[src/rtl/container_extent_locator_defines.svh]
// ----------------------------------------------------------------------------
// Container extent locator assertion macros
// Assertion helpers that compile away in synthesis.
// ----------------------------------------------------------------------------
`ifndef CONTAINER_EXTENT_LOCATOR_DEFINES_SVH
`define CONTAINER_EXTENT_LOCATOR_DEFINES_SVH
`ifndef SYNTHESIS
`define CEL_ASSERT(lbl, clk, rst_n, prop, msg) \
  lbl: assert property (@(posedge clk) disable iff (!rst_n) prop) else $error(msg);
`define CEL_ASSERT_ALWAYS(lbl, clk, prop, msg) \
  lbl: assert property (@(posedge clk) prop) else $error(msg);
`else
`define CEL_ASSERT(lbl, clk, rst_n, prop, msg)
`define CEL_ASSERT_ALWAYS(lbl, clk, prop, msg)
`endif
`endif

[src/rtl/cel_pkg.sv]
// ----------------------------------------------------------------------------
// Container extent locator package
// Shared types and codes.
// ----------------------------------------------------------------------------
`default_nettype none
package cel_pkg;
  localparam logic [1:0] CMD_ADD = 2'd0;
  localparam logic [1:0] CMD_FINALIZE = 2'd1;
  localparam logic [1:0] CMD_LOCATE = 2'd2;

  localparam logic [2:0] ST_OK = 3'd0;
  localparam logic [2:0] ST_EMPTY = 3'd1;
  localparam logic [2:0] ST_PHASE = 3'd2;
  localparam logic [2:0] ST_TOO_LARGE = 3'd3;
  localparam logic [2:0] ST_OVERFLOW = 3'd4;
  localparam logic [2:0] ST_RANGE = 3'd5;

  typedef enum logic [2:0] {
    S_IDLE, S_NAMES, S_CHECK, S_LAYOUT, S_SEAL, S_LOCATE, S_DONE
  } state_t;

  // Token that travels down the cell chain, one cell per cycle.
  typedef struct packed {
    logic        valid;
    logic        is_fin;
    logic [63:0] acc;      // running data sum for layout
    logic        ovf;
    logic [63:0] dpos;     // data offset being located
    logic        hit;
    logic [7:0]  hit_idx;
    logic [63:0] hit_pos;
    logic [63:0] hit_run;
  } tok_t;

  typedef struct packed {
    logic [63:0] entry_size;
    logic [7:0]  name_length;
  } add_t;
endpackage
`default_nettype wire

[src/rtl/cel_cell.sv]
// ----------------------------------------------------------------------------
// Container extent locator cell
// Holds one table entry; lays it out or tests it as the token passes.
// ----------------------------------------------------------------------------
`default_nettype none
module cel_cell #(
  parameter int IDX = 0
) (
  input  wire logic           clk,
  input  wire logic           rst_n,
  input  wire logic           wr_en,
  input  wire cel_pkg::add_t  wr_data,
  input  wire logic           active,   // entry lies below the entry count
  input  wire cel_pkg::tok_t  tok_in,
  output cel_pkg::tok_t       tok_out,
  output logic [7:0]          name_len
);
  import cel_pkg::*;
  logic [63:0] size_r, start_r;
  logic [7:0]  nlen_r;
  tok_t        tok_r, tok_nxt;
  logic [63:0] rel;

  always_ff @(posedge clk) begin
    if (wr_en) begin
      size_r <= wr_data.entry_size;
      nlen_r <= wr_data.name_length;
    end
    if (tok_in.valid && tok_in.is_fin && active) start_r <= tok_in.acc;
  end

  always_comb begin
    tok_nxt = tok_in;
    rel = tok_in.dpos - start_r;
    if (active) begin
      if (tok_in.is_fin) begin
        if (size_r > ~tok_in.acc) tok_nxt.ovf = 1'b1;
        tok_nxt.acc = tok_in.acc + size_r;
      end else if (!tok_in.hit && tok_in.dpos >= start_r && rel < size_r) begin
        tok_nxt.hit = 1'b1;
        tok_nxt.hit_idx = 8'(IDX);
        tok_nxt.hit_pos = rel;
        tok_nxt.hit_run = size_r - rel;
      end
    end
  end

  always_ff @(posedge clk) begin
    if (!rst_n) tok_r.valid <= 1'b0;
    else tok_r.valid <= tok_in.valid;
    tok_r.is_fin <= tok_nxt.is_fin;
    tok_r.acc <= tok_nxt.acc;
    tok_r.ovf <= tok_nxt.ovf;
    tok_r.dpos <= tok_nxt.dpos;
    tok_r.hit <= tok_nxt.hit;
    tok_r.hit_idx <= tok_nxt.hit_idx;
    tok_r.hit_pos <= tok_nxt.hit_pos;
    tok_r.hit_run <= tok_nxt.hit_run;
  end

  assign tok_out = tok_r;
  assign name_len = nlen_r;
endmodule
`default_nettype wire

[config.mk]
export PLATFORM = sky130hd
export DESIGN_NAME = cel_cell
export DESIGN_NICKNAME = d
export VERILOG_FILES = /design/src/rtl/container_extent_locator_defines.svh /design/src/rtl/cel_pkg.sv /design/src/rtl/cel_cell.sv
export SDC_FILE = /design/constraint.sdc
export NUM_CORES = 1
export LEC_CHECK = 0
export BUFFER_PORTS_ARGS = -buffer_cell sky130_fd_sc_hd__buf_2
export CORE_AREA = 2 2 241 243
export DETAILED_ROUTE_END_ITERATION = 16
export DIE_AREA = 0 0 243 245
export MAX_ROUTING_LAYER = met4
export PLACE_DENSITY = 0.65
export SETUP_SLACK_MARGIN = 0.4
export SKIP_CTS_REPAIR_TIMING = 1
export SLEW_MARGIN = 5
export SYNTH_ARGS = -nofsm -noshare
export SYNTH_HDL_FRONTEND = slang
export SYNTH_SLANG_ARGS = --single-unit
[constraint.sdc]
create_clock -name clk -period 17.4 [get_ports clk]
set_input_delay 1.74 -clock clk [delete_from_list [all_inputs] [get_ports clk]]
set_output_delay 1.74 -clock clk [all_outputs]
set_load 0.01 [all_outputs]
======== Word-level counts from Yosys, hierarchy flattened ========
Index checks and enable logic that the tools add are counted.
word-level totals
  output and inout bits ................... 276
  input port bits ......................... 344
  word-level logic and storage cells ...... 30
  register bits after elaboration ......... 404
cells by class
  muxes and demuxes ....................... 6
  $lt $le $gt $ge ......................... 3
  add/subtract/negate cells ............... 3
  reduce and logical (&&, ||, !) cells .... 5
  bitwise logic cells ..................... 1
operators with widths
  operator                        count
  137-bit two-way mux             3
  65-bit two-way mux              2
  64-bit subtractor               2
  64-bit adder                    1
  64-bit >= comparator            1
  64-bit greater-than comparator  1
  64-bit less-than comparator     1
  64-bit inverter                 1
  1-bit logical AND               4
  1-bit logical NOT               1
  1-bit two-way mux               1

======== Longest topological paths before layout ========
Gate-level depths: netlist of run 1.
  word-level depth ........................ 6
  mapped depth ............................ 29
  mapped depth without buffers ............ 26

======== Worst setup path after synthesis of run 1 ========
No wires, ideal clock.
  path kind ............................... input-to-reg
  from .................................... input port tok_in[137] (netlist bit)
  to ...................................... register tok_r, in the netlist tok_out[10]
  slack ................................... 9908 ps
  buffers on the path ..................... 3
  required time ........................... 17279 ps
  setup time .............................. 121 ps
  stages on the path ...................... 29
  arrival ................................. 7371 ps
  cell sequence ........................... inv_1 > ha_1 > inv_1 > fa_1 > a21o_1 > a21oi_1 > o211ai_1 > a311oi_1 > o21ai_0 > a21o_1 > a21o_1 > a21o_1 > a221oi_1 > xor2_1 > ha_1 > clkbuf_1 > and4_1 > and2_1 > a221o_1 > a31o_2 > a211o_1 > o31ai_4 > o211ai_1 > a21o_2 > a21oi_4 > buf_6 > nor2_4 > buf_6 > mux2_4
RTL lines
  item         line            text
  from (decl)  cel_cell.sv:14  input wire cel_pkg::tok_t tok_in,
  to (decl)    cel_cell.sv:21  tok_t tok_r, tok_nxt;

==> results_dict.tcl, run 1 <==
set metrics [dict create \
    synth_edf_count 136 \
    peakVddDrop_uv 66.53 \
    clockBufferDepth 3 \
    rsz0062_at_grt "no" \
    met2_length_mm 46.16 \
    synth.cells.most_frequent "dfxtp_1 (268), a21oi_1 (225), o21ai_0 (207), nand2_1 (193), ha_1 (191)" \
    clock-sinks 404 \
    setup_slack_ns 7.842 \
    drc 0 \
    powerDensity_mw_per_mm2 110.1 \
    antenna_found_initial 3 \
    finClkSkew_ns 0.02801 \
    clk_pin_slew_ns 0.06 \
    vias_per_cell 5.752 \
    cts_made_buffers 45 \
    status "finished clean" \
    async_flop_share 0 \
    synth.area.top_cells "dfxtp_1 (23%), edfxtp_1 (17%), ha_1 (10%), a21oi_1 (4.8%), a21o_1 (4.4%)" \
    routed_wl_mm 99.66 \
    max_slew.worst_pin.slew_ns 1.111 \
    place_area_mm2 0.02724 \
    startpoint_type "input pin" \
    finalNonFillerCells 3931 \
    synthCells 2567 \
    wl_met1_mm 43.80 \
    synth-seq-cells 404 \
    crit_fanout 57 \
    slew_viol_final 0 \
    fin_crit_ns 9.558 \
    yosys.area.top_type_share 0.2272 \
    n_fill_cell 5490 \
    grt_start_max_net_pins 87 \
    clk_latency_ns 0.60 \
    die_x_um 243 \
    post_drt_wl_per_cell_um 25.35 \
    nNetsFinal 3665 \
    arrival_ns 10.02 \
    fin_area_mm2 0.02875 \
    io_buffers 619 \
    maxSlewHeadroom 0.2549 \
    drt_iter0_markers 1962 \
    synth_ff_type "dfxtp_1" \
    worstPathRequired_ns 17.86 \
    drt.antenna.violating_nets 0 \
    syn_avg_cell_area_um2 9.200 \
    layout-drive-gt1-share 0.2429 \
    yosys_warnings 0 \
    chipHeight_um 245 \
    grt_pass1_vias 21410 \
    cts_tree "built" \
    worstHoldPathType "reg -> reg" \
    setup_violations 0 \
    start_util 0.4141 \
    syn_area_mm2 0.02362 \
    ys_types 88 \
    tns_ns 0 \
    yosysMostFrequentCell "dfxtp_1" \
    grt_usage 0.3294 \
    synth.largest_area_cell "dfxtp_1" \
    gp_congestion 1.004 \
    drv_cap 0 \
    worst-setup-path-type "in -> reg" \
    clock.fmax_ghz 0.1046 \
    ys_seq_area_frac 0.4001 \
    timing.final.crit_share 0.5493 \
    highest_layer "met4" \
    pre_cts_slack_ns 7.396 \
    io_pins 620 \
    synthToLayoutAreaGrowth_pct 21.73 \
    cp-end-kind "flip-flop" \
    grt_pass1_wl_mm 141.3 \
    placedCellCount 3845 \
    wl_met3_mm 6.675 \
    fp.coreArea_mm2 0.05703 \
    h-tree-depth 2 \
    drt-pass1-iter-count 6 \
    hold_viol 0 \
    grt_overflow 0 \
    hpwl_mm 82.22 \
    die-area_mm2 0.05954 \
    power.leakage_nw 13.23 \
    rows 88 \
    root_buffer "clkbuf_16" \
    syn-num-nets 3105 \
    num_vias 22610 \
]
==> flip-flops by register name (all words and copies together), names as in the netlist <==
register,count
tok_out,268
size_r,64
start_r,64
name_len,8
==> kinds of logic after synthesis <==
group	Yosys count	share of synthesized area
compound gates	928	0.2430
simple gates	592	0.1249
flops	404	0.4001
buf+inv	248	0.04344
fa+ha+maj	194	0.1037
xor+xnor	158	0.05860
mux	43	0.02622
==> final timing paths <==
kind         cells after the start             endpoint  slack [ns]                  from
max                             24  tok_out[40]$_DFF_P_        7.84           tok_in[142]
min                              2  tok_out[64]$_DFF_P_        0.79  start_r[0]$_DFFE_PP_
max reg2reg                     24  tok_out[40]$_DFF_P_        8.73  start_r[5]$_DFFE_PP_
min reg2reg                      2  tok_out[64]$_DFF_P_        0.79  start_r[0]$_DFFE_PP_
==> critical path, cell delays in order <==
cell,delay (ns)
buf_2,0.12
ha_1,0.49
nand2_1,0.18
a211oi_1,0.26
a211oi_2,0.18
o31ai_1,0.54
a31oi_1,0.37
a211oi_1,0.55
o211ai_1,0.19
a31oi_1,0.86
a31oi_1,0.21
xor2_1,0.22
ha_1,0.39
and3_1,0.30
and2_1,0.24
and4_1,0.33
nand3_1,0.10
or4_1,0.46
or3_1,0.38
nand3_4,0.35
buf_4,0.65
nor2_4,0.05
buf_4,0.38
mux2_4,0.39
==> cells in the final DEF (no fill, tap or decap), drive strengths merged, types with 51 or more instances in the layout <==
cell type and instances:
buf 628, o21ai 320, dfxtp 268, a21oi 227, nand2 195, ha 191
a21o 140, edfxtp 136, inv 135, nor2 105, xnor2 90, xor2 68
clkbuf 68, nand3 53, nand4 51
==> stage by stage <==
step / utilization / power [mW] / hold slack (ns)
after floorplan: - / 1.777 / 0.5614
after global placement: 0.4776 / 2.190 / 0.7584
after detailed placement: 0.4776 / 2.195 / 0.7633
after CTS: 0.5039 / 3.161 / 0.7776
after global routing: 0.5039 / 3.302 / 0.8064
final: 0.5040 / 3.165 / 0.7894
==> where the power goes <==
part | leakage, nW | switching (mW) | internal [mW]
sequential | 3.55 | 0.0420 | 1.05
clock | 0.719 | 0.406 | 0.559
combinational | 8.96 | 0.716 | 0.393
total | 13.2 | 1.16 | 2.00
==> per-layer routing <==
metal / track usage / vias up
met3: 0.04264 / 130
li1: - / 10560
met5: - / -
met1: 0.4345 / 10880
met4: 0.09888 / 0
met2: 0.5288 / 1040
==> cell type report <==
| type | count | area, um2 | area share |
|---|---|---|---|
| sequential | 404 | 9449 | 0.3287 |
| clock inverter | 14 | 97.59 | 0.003395 |
| antenna | 4 | 10.01 | 0.0003482 |
| timing repair buffer | 628 | 3168 | 0.1102 |
| inverter | 133 | 499.2 | 0.01737 |
| multi-input combinational | 1915 | 13170 | 0.4580 |
| clock buffer | 68 | 1400 | 0.04870 |
| tap | 765 | 957.2 | 0.03330 |
(Power assumes the default switching activity.)
==> run 2: changes to the inputs <==
--- a/config.mk
+++ b/config.mk
@@ -6,11 +6,11 @@
 export NUM_CORES = 1
 export LEC_CHECK = 0
 export BUFFER_PORTS_ARGS = -buffer_cell sky130_fd_sc_hd__buf_2
-export CORE_AREA = 2 2 241 243
+export CORE_AREA = 2 2 243 245
 export DETAILED_ROUTE_END_ITERATION = 16
-export DIE_AREA = 0 0 243 245
+export DIE_AREA = 0 0 245 247
 export MAX_ROUTING_LAYER = met4
-export PLACE_DENSITY = 0.65
+export PLACE_DENSITY = 0.67
 export SETUP_SLACK_MARGIN = 0.4
 export SKIP_CTS_REPAIR_TIMING = 1
 export SLEW_MARGIN = 5
==> constraint.sdc (replaced) <==
create_clock -name clk -period 7.85 [get_ports clk]
set_input_delay 0.785 -clock clk [delete_from_list [all_inputs] [get_ports clk]]
set_output_delay 0.785 -clock clk [all_outputs]
set_load 0.01 [all_outputs]
==> run 2 against run 1 <==
Sequential power up 120%. Utilization fell by 0.63 points. Clock-buffer cell count is 5 lower. Design area up 0.84%. Wire length down 9.3%. Flip-flop and latch count is the same. Non-clock buffer count increased by 17. Via count fell by 1.6%.
==> results_dict.tcl, run 2 (synthesized netlist as in run 1, its figures left out) <==
set metrics [dict create \
    maxSlewHeadroom 0.3070 \
    fin_crit_ns 6.996 \
    hold_viol 0 \
    hold_path_end "tok_out[137]$_DFF_P_" \
    rr_startpoint "start_r[13]$_DFFE_PP_" \
    clockBufferDepth 3 \
    r2r_slack_ns 0.86 \
    root_buffer "clkbuf_16" \
    final_common_cell "buf_2" \
    most-common-layout-cells "buf_2 (618), dfxtp_1 (268), a21oi_1 (225), o21ai_0 (207), nand2_1 (192)" \
    routed_wl_mm 90.37 \
    nNetsFinal 3682 \
    drc 0 \
    crit_fanout 87 \
    cts_tree "built" \
    worst-setup-path-type "in -> reg" \
    rows 89 \
    startpoint_type "input pin" \
    drt.antenna.violating_nets 0 \
    drt-pass1-iter-count 6 \
    fin_util 0.4978 \
    worstPathRequired_ns 8.38 \
    drv_cap 0 \
    vias_per_cell 5.603 \
    grt_overflow 0 \
    hold_path.startpoint "tok_in[137]" \
    hpwl_mm 73.50 \
    critPathSlowestCell "clkbuf_8" \
    antenna_found_initial 21 \
    multiInputGateArea_mm2 0.01318 \
    clock-sinks 404 \
    peakVddDrop_uv 153.9 \
    grt_start_max_net_pins 102 \
    clock.fmax_ghz 0.1429 \
    setup_violations 0 \
    status "finished clean" \
    n_fill_cell 5583 \
    rsz0062_at_grt "yes" \
    cts_made_buffers 45 \
    layout-drive-gt1-share 0.2484 \
    power.leakage_nw 13.36 \
    largest_reg_flops 268 \
    chipHeight_um 247 \
    holdPathStages 1 \
    grt_pass1_wl_mm 128.6 \
    die-area_mm2 0.06052 \
    worst_path_most_repeated_cell "a21o_1" \
    grt_pass1_vias 20480 \
    finClkSkew_ns 0.02948 \
    h-tree-depth 2 \
    critical-path-max-stage-delay_ns 0.56 \
    seq_area_mm2 0.009449 \
    start_util 0.4055 \
    worstHoldPathType "in -> reg" \
    io_buffers 619 \
    r2r_end "tok_out[27]$_DFF_P_" \
    gp_congestion 0.9923 \
    grt_usage 0.2933 \
    timing.final.crit_share 0.8912 \
    synthToLayoutAreaGrowth_pct 22.75 \
    clk_latency_ns 0.59 \
    tns_ns 0 \
    die_x_um 245 \
    slew_viol_final 0 \
    num_vias 22260 \
    r2r_cells 25 \
    fp.coreArea_mm2 0.05824 \
    arrival_ns 7.53 \
    cp-end-kind "flip-flop" \
    clk_pin_slew_ns 0.07 \
    max_slew.worst_pin.slew_ns 1.026 \
    post_drt_wl_per_cell_um 22.75 \
    powerDensity_mw_per_mm2 240.0 \
    io_pins 620 \
    drt_iter0_markers 2015 \
]
## run 2: power by group
part	switching, mW	internal [mW]	total (mW)
sequential	0.0900	2.33	2.42
combinational	1.51	0.885	2.40
clock	0.917	1.22	2.14
## run 2: how the worst max path moves through the flow
stage / depth (start not counted) / slack [ns] / startpoint / to
4_1_cts: 26 / 0.70 / start_r[0]$_DFFE_PP_ / tok_out[105]$_DFF_P_
6_report: 28 / 0.85 / tok_in[137] / tok_out[11]$_DFF_P_
2_1_floorplan: 29 / 1.31 / tok_in[137] / tok_out[10]$_DFF_P_
3_5_place_dp: 28 / 0.12 / tok_in[137] / tok_out[11]$_DFF_P_
3_3_place_gp: 28 / 0.29 / tok_in[137] / tok_out[67]$_DFF_P_
5_1_grt: 26 / 0.40 / start_r[0]$_DFFE_PP_ / tok_out[67]$_DFF_P_
## run 2: worst max-delay path, delay by kind of cell
kind	cells	cell delay (ns)
buf+inv	4	0.78
fa+ha+maj	3	0.99
xor+xnor	1	0.27
compound gates	18	4.22
simple gates	2	0.41
## run 2: through the flow
step / hold slack (ns) / power [mW] / std cells / cell area (um2) / worst slack (ns)
2_1_floorplan: 0.5614 / 3.938 / 2567 / 23620 / 1.313
3_3_place_gp: 0.7202 / 4.803 / 3866 / 27390 / 0.2923
3_5_place_dp: 0.7225 / 4.799 / 3866 / 27390 / 0.1201
4_1_cts: 0.2822 / 6.945 / 3949 / 28890 / 0.7015
5_1_grt: 0.2942 / 7.277 / 3970 / 28980 / 0.3975
6_report: 0.3139 / 6.958 / 3973 / 28990 / 0.8541
## run 2: routing by layer
layer | part of all wire | global-route usage
met5 | 0 | -
met4 | 0.043 | 0.1318
met3 | 0.079 | 0.05741
met2 | 0.44 | 0.4345
met1 | 0.44 | 0.3873
## run 2: layout make-up
type,count,share of cell area
Sequential cell,404,0.3260
Inverter,133,0.01722
Antenna cell,20,0.001726
Clock buffer,63,0.04575
Multi-Input combinational cell,1915,0.4545
Timing Repair Buffer,645,0.1156
Tap cell,773,0.03336
Clock inverter,20,0.005870
